### src/rtl/core/afsk_envelope_demodulator_assert.svh
// ---------------------------------------------------------------------------
// AFSK demodulator assertion macros
// Shared concurrent assertion helpers for the RTL.
// ---------------------------------------------------------------------------
`ifndef AFSK_ENVELOPE_DEMODULATOR_ASSERT_SVH
`define AFSK_ENVELOPE_DEMODULATOR_ASSERT_SVH

// implication check: antecedent implies consequent in the same cycle
`define AFSK_ASSERT_IMP(lbl, clk, rstn, a, c) \
  lbl: assert property (@(posedge clk) disable iff (!rstn) (a) |-> (c)) \
    else $error("assertion failed");

// next-cycle check
`define AFSK_ASSERT_NXT(lbl, clk, rstn, a, c) \
  lbl: assert property (@(posedge clk) disable iff (!rstn) (a) |=> (c)) \
    else $error("assertion failed");

`endif

### src/rtl/core/afsk_pkg.sv
// ---------------------------------------------------------------------------
// AFSK package
// Types, coefficient tables and helpers of the envelope demodulator.
// ---------------------------------------------------------------------------
package afsk_pkg;

  localparam int unsigned BpDesign = 36;
  localparam int unsigned LpDesign = 24;
  localparam int unsigned SoftBits = 18;
  localparam int unsigned EnergyBits = 16;
  localparam int unsigned BpOutBits = 16;

  typedef enum logic [1:0] {
    SEL_SPACE = 2'd0,
    SEL_MARK  = 2'd1,
    SEL_ENV   = 2'd2
  } coef_sel_e;

  typedef enum logic [5:0] {
    ST_IDLE  = 6'b000001,
    ST_BPS   = 6'b000010,
    ST_BPM   = 6'b000100,
    ST_ENVS  = 6'b001000,
    ST_ENVM  = 6'b010000,
    ST_OUT   = 6'b100000
  } state_e;

  typedef struct packed {
    logic      shift_sample;
    logic      clr_acc;
    logic      mac_en;
    coef_sel_e sel;
    logic      fin_space_bp;
    logic      fin_mark_bp;
    logic      fin_space_env;
    logic      fin_mark_env;
    logic      load_out;
  } dp_cmd_t;

  function automatic logic signed [17:0] coef_lookup(input coef_sel_e sel,
                                                     input int unsigned idx);
    logic signed [17:0] r;
    r = '0;
    case (sel)
      SEL_SPACE: begin
        case (idx)
          0: r = 113;    1: r = 86;     2: r = 40;     3: r = -57;
          4: r = -233;   5: r = -501;   6: r = -843;   7: r = -1207;
          8: r = -1509;  9: r = -1653;  10: r = -1550; 11: r = -1147;
          12: r = -445;  13: r = 490;   14: r = 1535;  15: r = 2529;
          16: r = 3307;  17: r = 3735;  18: r = 3735;  19: r = 3307;
          20: r = 2529;  21: r = 1535;  22: r = 490;   23: r = -445;
          24: r = -1147; 25: r = -1550; 26: r = -1653; 27: r = -1509;
          28: r = -1207; 29: r = -843;  30: r = -501;  31: r = -233;
          32: r = -57;   33: r = 40;    34: r = 86;    35: r = 113;
          default: r = '0;
        endcase
      end
      SEL_MARK: begin
        case (idx)
          0: r = 0;      1: r = -111;   2: r = -242;   3: r = -344;
          4: r = -301;   5: r = 0;      6: r = 555;    7: r = 1161;
          8: r = 1452;   9: r = 1089;   10: r = 0;     11: r = -1483;
          12: r = -2701; 13: r = -2976; 14: r = -1984; 15: r = 0;
          16: r = 2179;  17: r = 3592;  18: r = 3592;  19: r = 2179;
          20: r = 0;     21: r = -1984; 22: r = -2976; 23: r = -2701;
          24: r = -1483; 25: r = 0;     26: r = 1089;  27: r = 1452;
          28: r = 1161;  29: r = 555;   30: r = 0;     31: r = -301;
          32: r = -344;  33: r = -242;  34: r = -111;  35: r = 0;
          default: r = '0;
        endcase
      end
      SEL_ENV: begin
        case (idx)
          0: r = 11;     1: r = 45;     2: r = 119;    3: r = 267;
          4: r = 512;    5: r = 861;    6: r = 1303;   7: r = 1802;
          8: r = 2309;   9: r = 2762;   10: r = 3104;  11: r = 3288;
          12: r = 3288;  13: r = 3104;  14: r = 2762;  15: r = 2309;
          16: r = 1802;  17: r = 1303;  18: r = 861;   19: r = 512;
          20: r = 267;   21: r = 119;   22: r = 45;    23: r = 11;
          default: r = '0;
        endcase
      end
      default: r = '0;
    endcase
    return r;
  endfunction

endpackage

### src/rtl/core/afsk_ctrl.sv
// ---------------------------------------------------------------------------
// AFSK controller
// Sequences the shared MAC over band-pass and envelope taps, one per cycle.
// ---------------------------------------------------------------------------
module afsk_ctrl #(
  parameter int unsigned BpTaps = 36,
  parameter int unsigned LpTaps = 24,
  parameter int unsigned CntW   = 8
) (
  input  logic             clk_i,
  input  logic             rst_ni,
  input  logic             in_fire_i,
  input  logic             out_free_i,
  output logic             busy_o,
  output logic [CntW-1:0]  tap_o,
  output afsk_pkg::dp_cmd_t cmd_o
);
  import afsk_pkg::*;

  state_e state_q, state_d;
  logic [CntW-1:0] cnt_q, cnt_d;
  logic [1:0]      drain_q, drain_d;

  localparam logic [CntW-1:0] BpLast = CntW'(BpTaps - 1);
  localparam logic [CntW-1:0] LpLast = CntW'(LpTaps - 1);
  // drain covers the operand register and then the accumulator after the last tap
  localparam logic [1:0]      DrainFin = 2'd2;

  assign busy_o = (state_q != ST_IDLE);
  assign tap_o  = cnt_q;

  always_comb begin
    state_d = state_q;
    cnt_d   = cnt_q;
    drain_d = 2'd0;
    cmd_o   = '0;
    cmd_o.sel = SEL_SPACE;
    unique case (state_q)
      ST_IDLE: begin
        if (in_fire_i) begin
          cmd_o.shift_sample = 1'b1;
          cmd_o.clr_acc = 1'b1;
          state_d = ST_BPS;
          cnt_d = '0;
        end
      end
      ST_BPS: begin
        cmd_o.sel = SEL_SPACE;
        cmd_o.mac_en = (drain_q == 2'd0);
        if (drain_q == DrainFin) begin
          cmd_o.fin_space_bp = 1'b1;
          cmd_o.clr_acc = 1'b1;
          cnt_d = '0;
          state_d = ST_BPM;
        end else if (drain_q != 2'd0) begin
          drain_d = drain_q + 2'd1;
        end else if (cnt_q == BpLast) begin
          drain_d = 2'd1;
        end else begin
          cnt_d = cnt_q + 1'b1;
        end
      end
      ST_BPM: begin
        cmd_o.sel = SEL_MARK;
        cmd_o.mac_en = (drain_q == 2'd0);
        if (drain_q == DrainFin) begin
          cmd_o.fin_mark_bp = 1'b1;
          cmd_o.clr_acc = 1'b1;
          cnt_d = '0;
          state_d = ST_ENVS;
        end else if (drain_q != 2'd0) begin
          drain_d = drain_q + 2'd1;
        end else if (cnt_q == BpLast) begin
          drain_d = 2'd1;
        end else begin
          cnt_d = cnt_q + 1'b1;
        end
      end
      ST_ENVS: begin
        cmd_o.sel = SEL_ENV;
        cmd_o.mac_en = (drain_q == 2'd0);
        if (drain_q == DrainFin) begin
          cmd_o.fin_space_env = 1'b1;
          cmd_o.clr_acc = 1'b1;
          cnt_d = '0;
          state_d = ST_ENVM;
        end else if (drain_q != 2'd0) begin
          drain_d = drain_q + 2'd1;
        end else if (cnt_q == LpLast) begin
          drain_d = 2'd1;
        end else begin
          cnt_d = cnt_q + 1'b1;
        end
      end
      ST_ENVM: begin
        cmd_o.sel = SEL_ENV;
        cmd_o.mac_en = (drain_q == 2'd0);
        if (drain_q == DrainFin) begin
          cmd_o.fin_mark_env = 1'b1;
          state_d = ST_OUT;
        end else if (drain_q != 2'd0) begin
          drain_d = drain_q + 2'd1;
        end else if (cnt_q == LpLast) begin
          drain_d = 2'd1;
        end else begin
          cnt_d = cnt_q + 1'b1;
        end
      end
      ST_OUT: begin
        if (out_free_i) begin
          cmd_o.load_out = 1'b1;
          state_d = ST_IDLE;
        end
      end
      default: state_d = ST_IDLE;
    endcase
  end

  always_ff @(posedge clk_i or negedge rst_ni) begin
    if (!rst_ni) begin
      state_q <= ST_IDLE;
      cnt_q   <= '0;
      drain_q <= 2'd0;
    end else begin
      state_q <= state_d;
      cnt_q   <= cnt_d;
      drain_q <= drain_d;
    end
  end

  `include "afsk_envelope_demodulator_assert.svh"
  `AFSK_ASSERT_IMP(a_onehot, clk_i, rst_ni, 1'b1, $onehot(state_q))
  `AFSK_ASSERT_IMP(a_no_accept_busy, clk_i, rst_ni, busy_o, !cmd_o.shift_sample)
  `AFSK_ASSERT_NXT(a_out_to_idle, clk_i, rst_ni, cmd_o.load_out, state_q == ST_IDLE)

endmodule

### src/rtl/core/afsk_dp.sv
// ---------------------------------------------------------------------------
// AFSK datapath
// Histories, shared multiply-accumulate, rounding, squaring and output.
// ---------------------------------------------------------------------------
module afsk_dp #(
  parameter int unsigned BpTaps     = 36,
  parameter int unsigned LpTaps     = 24,
  parameter int unsigned SampleBits = 12,
  parameter int unsigned CoeffBits  = 16,
  parameter int unsigned CntW       = 8
) (
  input  logic                     clk_i,
  input  logic                     rst_ni,
  input  logic [SampleBits-1:0]    sample_i,
  input  logic [CntW-1:0]          tap_i,
  input  afsk_pkg::dp_cmd_t        cmd_i,
  input  logic                     out_take_i,
  output logic                     out_valid_o,
  output logic [17:0]              soft_o,
  output logic                     hard_o
);
  import afsk_pkg::*;

  localparam int unsigned AccW = 48;
  localparam int unsigned Frac = CoeffBits - 1;
  localparam int unsigned BpIdxW = $clog2(BpTaps);
  localparam int unsigned LpIdxW = $clog2(LpTaps);
  localparam int unsigned SumW = CntW + 1;
  localparam logic [BpIdxW-1:0] HeadLast = BpIdxW'(BpTaps - 1);

  // sample history: circular buffer, entries at or beyond the fill count read as zero
  logic signed [SampleBits-1:0] samp_mem [BpTaps];
  logic [15:0] sen_q [LpTaps];
  logic [15:0] men_q [LpTaps];

  logic [BpIdxW-1:0]            head_q;
  logic [BpIdxW-1:0]            head_d;
  logic [CntW-1:0]              fill_q;
  logic [SumW-1:0]              rd_sum_c;
  logic [BpIdxW-1:0]            rd_addr_c;
  logic signed [SampleBits-1:0] samp_rd_q;
  logic [15:0]                  en_sel_c;
  logic [15:0]                  en_rd_q;
  logic                         use_samp_q;
  logic                         zero_q;
  logic signed [17:0]           coef_c;
  logic signed [17:0]           coef_q;
  logic signed [16:0]           opnd_c;
  logic signed [AccW-1:0]       prod_c;
  logic signed [AccW-1:0]       acc_q;
  logic                         pv_q;
  logic                         pv_mark_q;
  logic signed [15:0]           ysat_c;
  logic signed [31:0]           ysq_c;
  logic [15:0]                  en_c;
  logic signed [AccW-1:0]       rnd_c;
  logic signed [AccW-1:0]       senv_q;
  logic signed [AccW-1:0]       menv_q;
  logic signed [AccW-1:0]       diff_c;
  logic [17:0]                  soft_q;
  logic                         hard_q;
  logic                         ov_q;

  always_comb begin
    coef_c = '0;
    if (int'(tap_i) < ((cmd_i.sel == SEL_ENV) ? LpDesign : BpDesign)) begin
      coef_c = coef_lookup(cmd_i.sel, int'(tap_i));
    end
  end

  // newest sample sits at head; tap t lives t entries behind it
  assign head_d = (head_q == HeadLast) ? '0 : head_q + 1'b1;
  assign rd_sum_c = SumW'(head_q) + SumW'(BpTaps) - SumW'(tap_i);
  assign rd_addr_c = (rd_sum_c >= SumW'(BpTaps)) ? BpIdxW'(rd_sum_c - SumW'(BpTaps))
                                                : BpIdxW'(rd_sum_c);

  // mark envelope pass is flagged by a register set after the space envelope
  assign en_sel_c = (tap_i < CntW'(LpTaps))
                  ? (pv_mark_q ? men_q[tap_i[LpIdxW-1:0]] : sen_q[tap_i[LpIdxW-1:0]])
                  : '0;

  assign opnd_c = use_samp_q ? (zero_q ? '0 : 17'(samp_rd_q))
                             : $signed({1'b0, en_rd_q});
  assign prod_c = AccW'(coef_q * opnd_c);

  // round half up: add half, arithmetic shift (floor)
  assign rnd_c = (acc_q + (AccW'(1) <<< (Frac - 1))) >>> Frac;
  assign ysat_c = (rnd_c > AccW'(32767)) ? 16'sd32767 :
                  (rnd_c < -AccW'(32768)) ? -16'sd32768 : rnd_c[15:0];
  assign ysq_c = ysat_c * ysat_c;
  assign en_c  = 16'(ysq_c[31:16]);
  assign diff_c = menv_q - senv_q;

  always_ff @(posedge clk_i) begin
    if (cmd_i.shift_sample) samp_mem[head_d] <= sample_i;
    samp_rd_q <= samp_mem[rd_addr_c];
  end

  always_ff @(posedge clk_i) begin
    en_rd_q    <= en_sel_c;
    coef_q     <= coef_c;
    use_samp_q <= (cmd_i.sel != SEL_ENV);
    zero_q     <= (tap_i >= fill_q);
    if (cmd_i.clr_acc) acc_q <= '0;
    else if (pv_q) acc_q <= acc_q + prod_c;
    if (cmd_i.fin_space_env) senv_q <= rnd_c;
    if (cmd_i.fin_mark_env) menv_q <= rnd_c;
    if (cmd_i.load_out) begin
      if (diff_c > AccW'(131071)) soft_q <= 18'h1FFFF;
      else if (diff_c < -AccW'(131072)) soft_q <= 18'h20000;
      else soft_q <= diff_c[17:0];
      hard_q <= (diff_c > 0);
    end
  end

  always_ff @(posedge clk_i or negedge rst_ni) begin
    if (!rst_ni) begin
      head_q    <= '0;
      fill_q    <= '0;
      for (int i = 0; i < LpTaps; i++) begin
        sen_q[i] <= '0;
        men_q[i] <= '0;
      end
      pv_q      <= 1'b0;
      pv_mark_q <= 1'b0;
      ov_q      <= 1'b0;
    end else begin
      if (cmd_i.shift_sample) begin
        head_q <= head_d;
        if (fill_q < CntW'(BpTaps)) fill_q <= fill_q + 1'b1;
      end
      if (cmd_i.fin_space_bp) begin
        sen_q[0] <= en_c;
        for (int i = 1; i < LpTaps; i++) sen_q[i] <= sen_q[i-1];
      end
      if (cmd_i.fin_mark_bp) begin
        men_q[0] <= en_c;
        for (int i = 1; i < LpTaps; i++) men_q[i] <= men_q[i-1];
      end
      pv_q <= cmd_i.mac_en;
      if (cmd_i.fin_space_env) pv_mark_q <= 1'b1;
      else if (cmd_i.fin_mark_env) pv_mark_q <= 1'b0;
      if (cmd_i.load_out) ov_q <= 1'b1;
      else if (out_take_i) ov_q <= 1'b0;
    end
  end

  assign out_valid_o = ov_q;
  assign soft_o = soft_q;
  assign hard_o = hard_q;

  `include "afsk_envelope_demodulator_assert.svh"
  `AFSK_ASSERT_NXT(a_load_valid, clk_i, rst_ni, cmd_i.load_out, out_valid_o)
  `AFSK_ASSERT_IMP(a_hard_sign, clk_i, rst_ni, out_valid_o && hard_o, !soft_o[17])
  `AFSK_ASSERT_IMP(a_env_excl, clk_i, rst_ni, 1'b1, !(cmd_i.fin_space_env && cmd_i.fin_mark_env))

endmodule

### src/rtl/core/afsk_envelope_demodulator.sv
// Each item runs the space and mark band-pass passes, then the space and mark envelope passes.
// Throughput is set by the single shared MAC; no new item is taken while one is in flight.
// A new item is taken once the previous result has entered the output register.
// Reset (rst_ni low, asynchronous) clears control, energy histories and the sample fill count.
// ---------------------------------------------------------------------------
// AFSK envelope demodulator
// Band-pass, square, low-pass and decision over one shared MAC.
// ---------------------------------------------------------------------------
module afsk_envelope_demodulator #(
  parameter int unsigned BANDPASS_TAPS = 36,
  parameter int unsigned LOWPASS_TAPS  = 24,
  parameter int unsigned SAMPLE_BITS   = 12,
  parameter int unsigned COEFF_BITS    = 16
) (
  input  logic        clk_i,
  input  logic        rst_ni,
  input  logic        s_axis_tvalid,
  output logic        s_axis_tready,
  input  logic [15:0] s_axis_tdata,   // [SAMPLE_BITS-1:0] sample
  output logic        m_axis_tvalid,
  input  logic        m_axis_tready,
  output logic [23:0] m_axis_tdata    // [17:0] soft_decision, [18] hard_bit
);
  import afsk_pkg::*;

  localparam int unsigned MaxTaps = (BANDPASS_TAPS > LOWPASS_TAPS) ? BANDPASS_TAPS
                                                                   : LOWPASS_TAPS;
  localparam int unsigned CntW = $clog2(MaxTaps + 1);

  logic busy;
  logic [CntW-1:0] tap;
  dp_cmd_t cmd;
  logic [17:0] soft_dec;
  logic hard;
  logic in_fire;

  assign s_axis_tready = !busy;
  assign in_fire = s_axis_tvalid && s_axis_tready;

  afsk_ctrl #(
    .BpTaps(BANDPASS_TAPS), .LpTaps(LOWPASS_TAPS), .CntW(CntW)
  ) u_ctrl (
    .clk_i, .rst_ni, .in_fire_i(in_fire),
    .out_free_i(!m_axis_tvalid || m_axis_tready),
    .busy_o(busy), .tap_o(tap), .cmd_o(cmd)
  );

  afsk_dp #(
    .BpTaps(BANDPASS_TAPS), .LpTaps(LOWPASS_TAPS),
    .SampleBits(SAMPLE_BITS), .CoeffBits(COEFF_BITS), .CntW(CntW)
  ) u_dp (
    .clk_i, .rst_ni, .sample_i(s_axis_tdata[SAMPLE_BITS-1:0]),
    .tap_i(tap), .cmd_i(cmd), .out_take_i(m_axis_tready),
    .out_valid_o(m_axis_tvalid), .soft_o(soft_dec), .hard_o(hard)
  );

  assign m_axis_tdata = {5'b0, hard, soft_dec};

endmodule

### config.mk
export PLATFORM = sky130hd
export DESIGN_NAME = afsk_envelope_demodulator
export DESIGN_NICKNAME = d
export VERILOG_FILES = /design/src/rtl/core/afsk_pkg.sv /design/src/rtl/core/afsk_ctrl.sv /design/src/rtl/core/afsk_dp.sv /design/src/rtl/core/afsk_envelope_demodulator.sv
export VERILOG_INCLUDE_DIRS = /design/src /design/src/rtl/core
export SDC_FILE = /design/constraint.sdc
export NUM_CORES = 2
export LEC_CHECK = 0
export BUFFER_PORTS_ARGS = -buffer_cell sky130_fd_sc_hd__buf_4
export CORE_MARGIN = 4
export CORE_UTILIZATION = 45
export CTS_CLUSTER_DIAMETER = 30
export DETAILED_ROUTE_END_ITERATION = 6
export PLACE_DENSITY = 0.68
export SETUP_SLACK_MARGIN = 0.5
export SYNTH_ARGS = -nofsm -noshare
export SYNTH_HDL_FRONTEND = slang
export SYNTH_SLANG_ARGS = --single-unit
### constraint.sdc
create_clock -name clk_i -period 19.2 [get_ports clk_i]
set_clock_uncertainty 0.15 [all_clocks]
set_input_delay 3.84 -clock clk_i [delete_from_list [all_inputs] [get_ports clk_i]]
set_output_delay 3.84 -clock clk_i [all_outputs]
set_load 0.02 [all_outputs]
==> key figures <==
Status
  • Status: finished clean

Synth
  • Sequential element share of the synthesized area: 0.4418
  • Yosys top cell by area: dfrtp_1
  • Main synth FF type: dfrtp_1
  • Flops & latches, synth: 1405
  • Synth warnings: 0
  • Mapped Area: 84400 µm²
  • Yosys top cell area share: 0.2360
  • Synthesized netlist cell count: 8162
  • Synth async-reset ratio: 0.5673
  • Number of synthesized flops with an enable pin: 517
  • Synth Area per Inst: 10.34 µm²
  • Dominant cells by area after synthesis: dfrtp_1, edfxtp_1, nand2_1
  • Synth cell types: 106

Placed design
  • Hpwl dp: 132200 µm
  • Port buffer count: 36
  • GP Congestion: 0.8967

Min path
  • Hold Path Class: flip-flop to flip-flop

Route
  • Final routed DRC violation total: 0
  • Routed Wire Length: 205300 µm
  • DRT Pass-1 Iters: 7
  • Routed vias/inst: 5.446
  • Detailed Route Iter0 Violations: 5131
  • Vias: 59510
  • ANT nets after route: 0
  • Routed len/inst: 18.79 µm

Global routing
  • Initial antenna violation count: 2
  • Gr ovfl total: 0
  • First-pass GRT wire length: 332800 µm
  • Total track usage: 0.2131
  • Vias in the first global route: 60910
  • Largest net degree at the start of global routing: 237

Clocking
  • CTS H-Tree Depth: 5
  • Clock Tree Buf Depth: 4
  • Clock sink count: 1405
  • Clock transition at the registers of the reported paths: 0.05 ns
  • Worst-skew pair later-pin latency: 0.94 ns
  • Total clock buffers created by CTS: 316
  • CTS Hold Buffers Added: 0
  • Setup Buffers After CTS: 0
  • CTS-repair resized insts: 0
  • TritonCTS clock tree: built
  • Root Buffer: clkbuf_16

Job
  • Max-cap violations: 0

Floorplanning
  • Die extent in y: 441.1 µm
  • Die ar.: 194600 µm²
  • FP Rows: 158
  • I/O pin total: 46
  • Initial core utilization: 0.4537
  • Core box area: 186000 µm²
  • Die width: 441.1 µm

Timing
  • TNS Setup: 0 ns
  • Highest clock rate: 91.69 MHz
  • Final setup vio count: 0
  • Tmin final: 10.91 ns
  • Hold Vio Cnt, Final: 0
  • Worst Max-Slew Pin Slew: 1.289 ns
  • Slew Viols, Final: 0
  • RSZ-0062 raised after global routing: false
  • Period utilization: 0.5681
  • Hold Slack: 0.2772 ns
  • Max transition margin: 0.1409

Setup path
  • Critical path peak fanout: 19
  • Worst setup SP type: flip-flop
  • Crit path required time: 19.78 ns
  • Critical Path Max Stage Delay: 0.76 ns
  • Crit-path slowest cell: dfxtp_1
  • Crit end category: flip-flop
  • Cell mode on critical path: fa_1
  • Reg2reg setup slack: 8.29 ns
  • Arr. time, crit path: 11.49 ns
  • Crit path kind: flip-flop to flip-flop

Cells and area
  • Area grow syn2layout: 15.49%
  • Share of cells above drive strength 1: 0.1242
  • Nets: 9017
  • Most frequent cells in the layout: nand2_1, dfrtp_1, inv_1, edfxtp_1, fa_1
  • Most common cell after layout, fill and taps aside: nand2_1
## through the flow
stage          area [µm²]  setup WS, ns  utilization  std cells
2_1_floorplan       84420         9.785            -       8166
3_3_place_gp        87130         8.440       0.4684      10370
3_5_place_dp        87130         8.338       0.4684      10370
4_1_cts             97470         8.279       0.5240      10920
5_1_grt             97480         7.448       0.5240      10930
6_report            97480         8.293       0.5240      10930
## critical path, delay by kind of cell, from the launching register on
family | cells | cell delay, ns
adder cells (fa/ha/maj) | 8 | 3.88
AO/OA/AOI/OAI | 15 | 3.50
AND/OR/NAND/NOR | 7 | 1.10
buffers and inverters | 5 | 0.89
flip-flops | 1 | 0.76
XOR/XNOR | 1 | 0.47
## layer usage
metal | GRT usage | vias to the layer above | wire length [µm]
met4 | 0.07032 | 0 | 6142
li1 | - | 27420 | -
met1 | 0.2875 | 29850 | 87690
met3 | 0.03794 | 446 | 11990
met5 | 0 | - | 0
met2 | 0.3500 | 1793 | 99500
## cells in the mapped netlist, types with 17 or more instances
cell type and n:
buf_1 31, edfxtp_1 517, nand3_1 80, a31oi_1 31, a21o_1 92, o21a_1 22, and2_1 87, o221ai_1 49
mux2_2 20, a21oi_1 246, buf_2 17, o21ai_0 161, inv_1 699, nor2b_1 51, mux2i_1 157, ha_1 299
xnor2_1 111, fa_1 486, nor2_1 266, nand4_1 32, or2_2 23, nor3_1 57, o21bai_1 17, nand2b_1 32
xor2_1 54, dfxtp_1 91, clkbuf_1 349, nand2_1 2623, or3_1 20, mux4_2 295, o22ai_1 35, and3_1 33
dfrtp_1 796
## area by class of cell
class	instances	area, µm²
fillers	15800	88550
multi-input cells	5642	42950
flip-flops and latches	1405	37310
clock buffers	386	8579
well taps	2480	3103
inverters	712	2673
clock inverters	164	1764
repair buffers	135	1096
diodes	2	5.005
## worst paths after layout
| path | from | endpoint | cells past startpoint |
|---|---|---|---|
| max in group asynchronous | rst_ni | u_dp.men_q[380] | 3 |
| worst min register to register | u_dp.sen_q[339] | u_dp.sen_q[323] | 2 |
| min in group asynchronous | rst_ni | u_dp.sen_q[313] | 1 |
| worst max-delay path | u_dp.use_samp_q | u_dp.acc_q[47] | 36 |
| worst min-delay path | u_dp.sen_q[339] | u_dp.sen_q[323] | 2 |
| worst max register to register | u_dp.use_samp_q | u_dp.acc_q[47] | 36 |
## flip-flops by register name, summed over array words and instances, names as in the netlist, 16 cells and up
register / cells
u_dp.samp_mem: 432
u_dp.men_q: 384
u_dp.sen_q: 384
u_dp.acc_q: 48
u_dp.menv_q: 33
u_dp.senv_q: 33
u_dp.soft_o: 18
u_dp.en_rd_q: 16
## kinds of logic after synthesis
family,count (synthesis),synth area share
flip-flops,1405,0.4418
AND/OR/NAND/NOR,3385,0.1655
AO/OA/AOI/OAI,827,0.06463
multiplexers,472,0.1000
other,1,0.00004443
buffers and inverters,1119,0.05065
XOR/XNOR,168,0.01770
adder cells (fa/ha/maj),785,0.1596
Power is not shown: default switching activity piles up to over one toggle a cycle in this logic, so the estimate is an artifact.
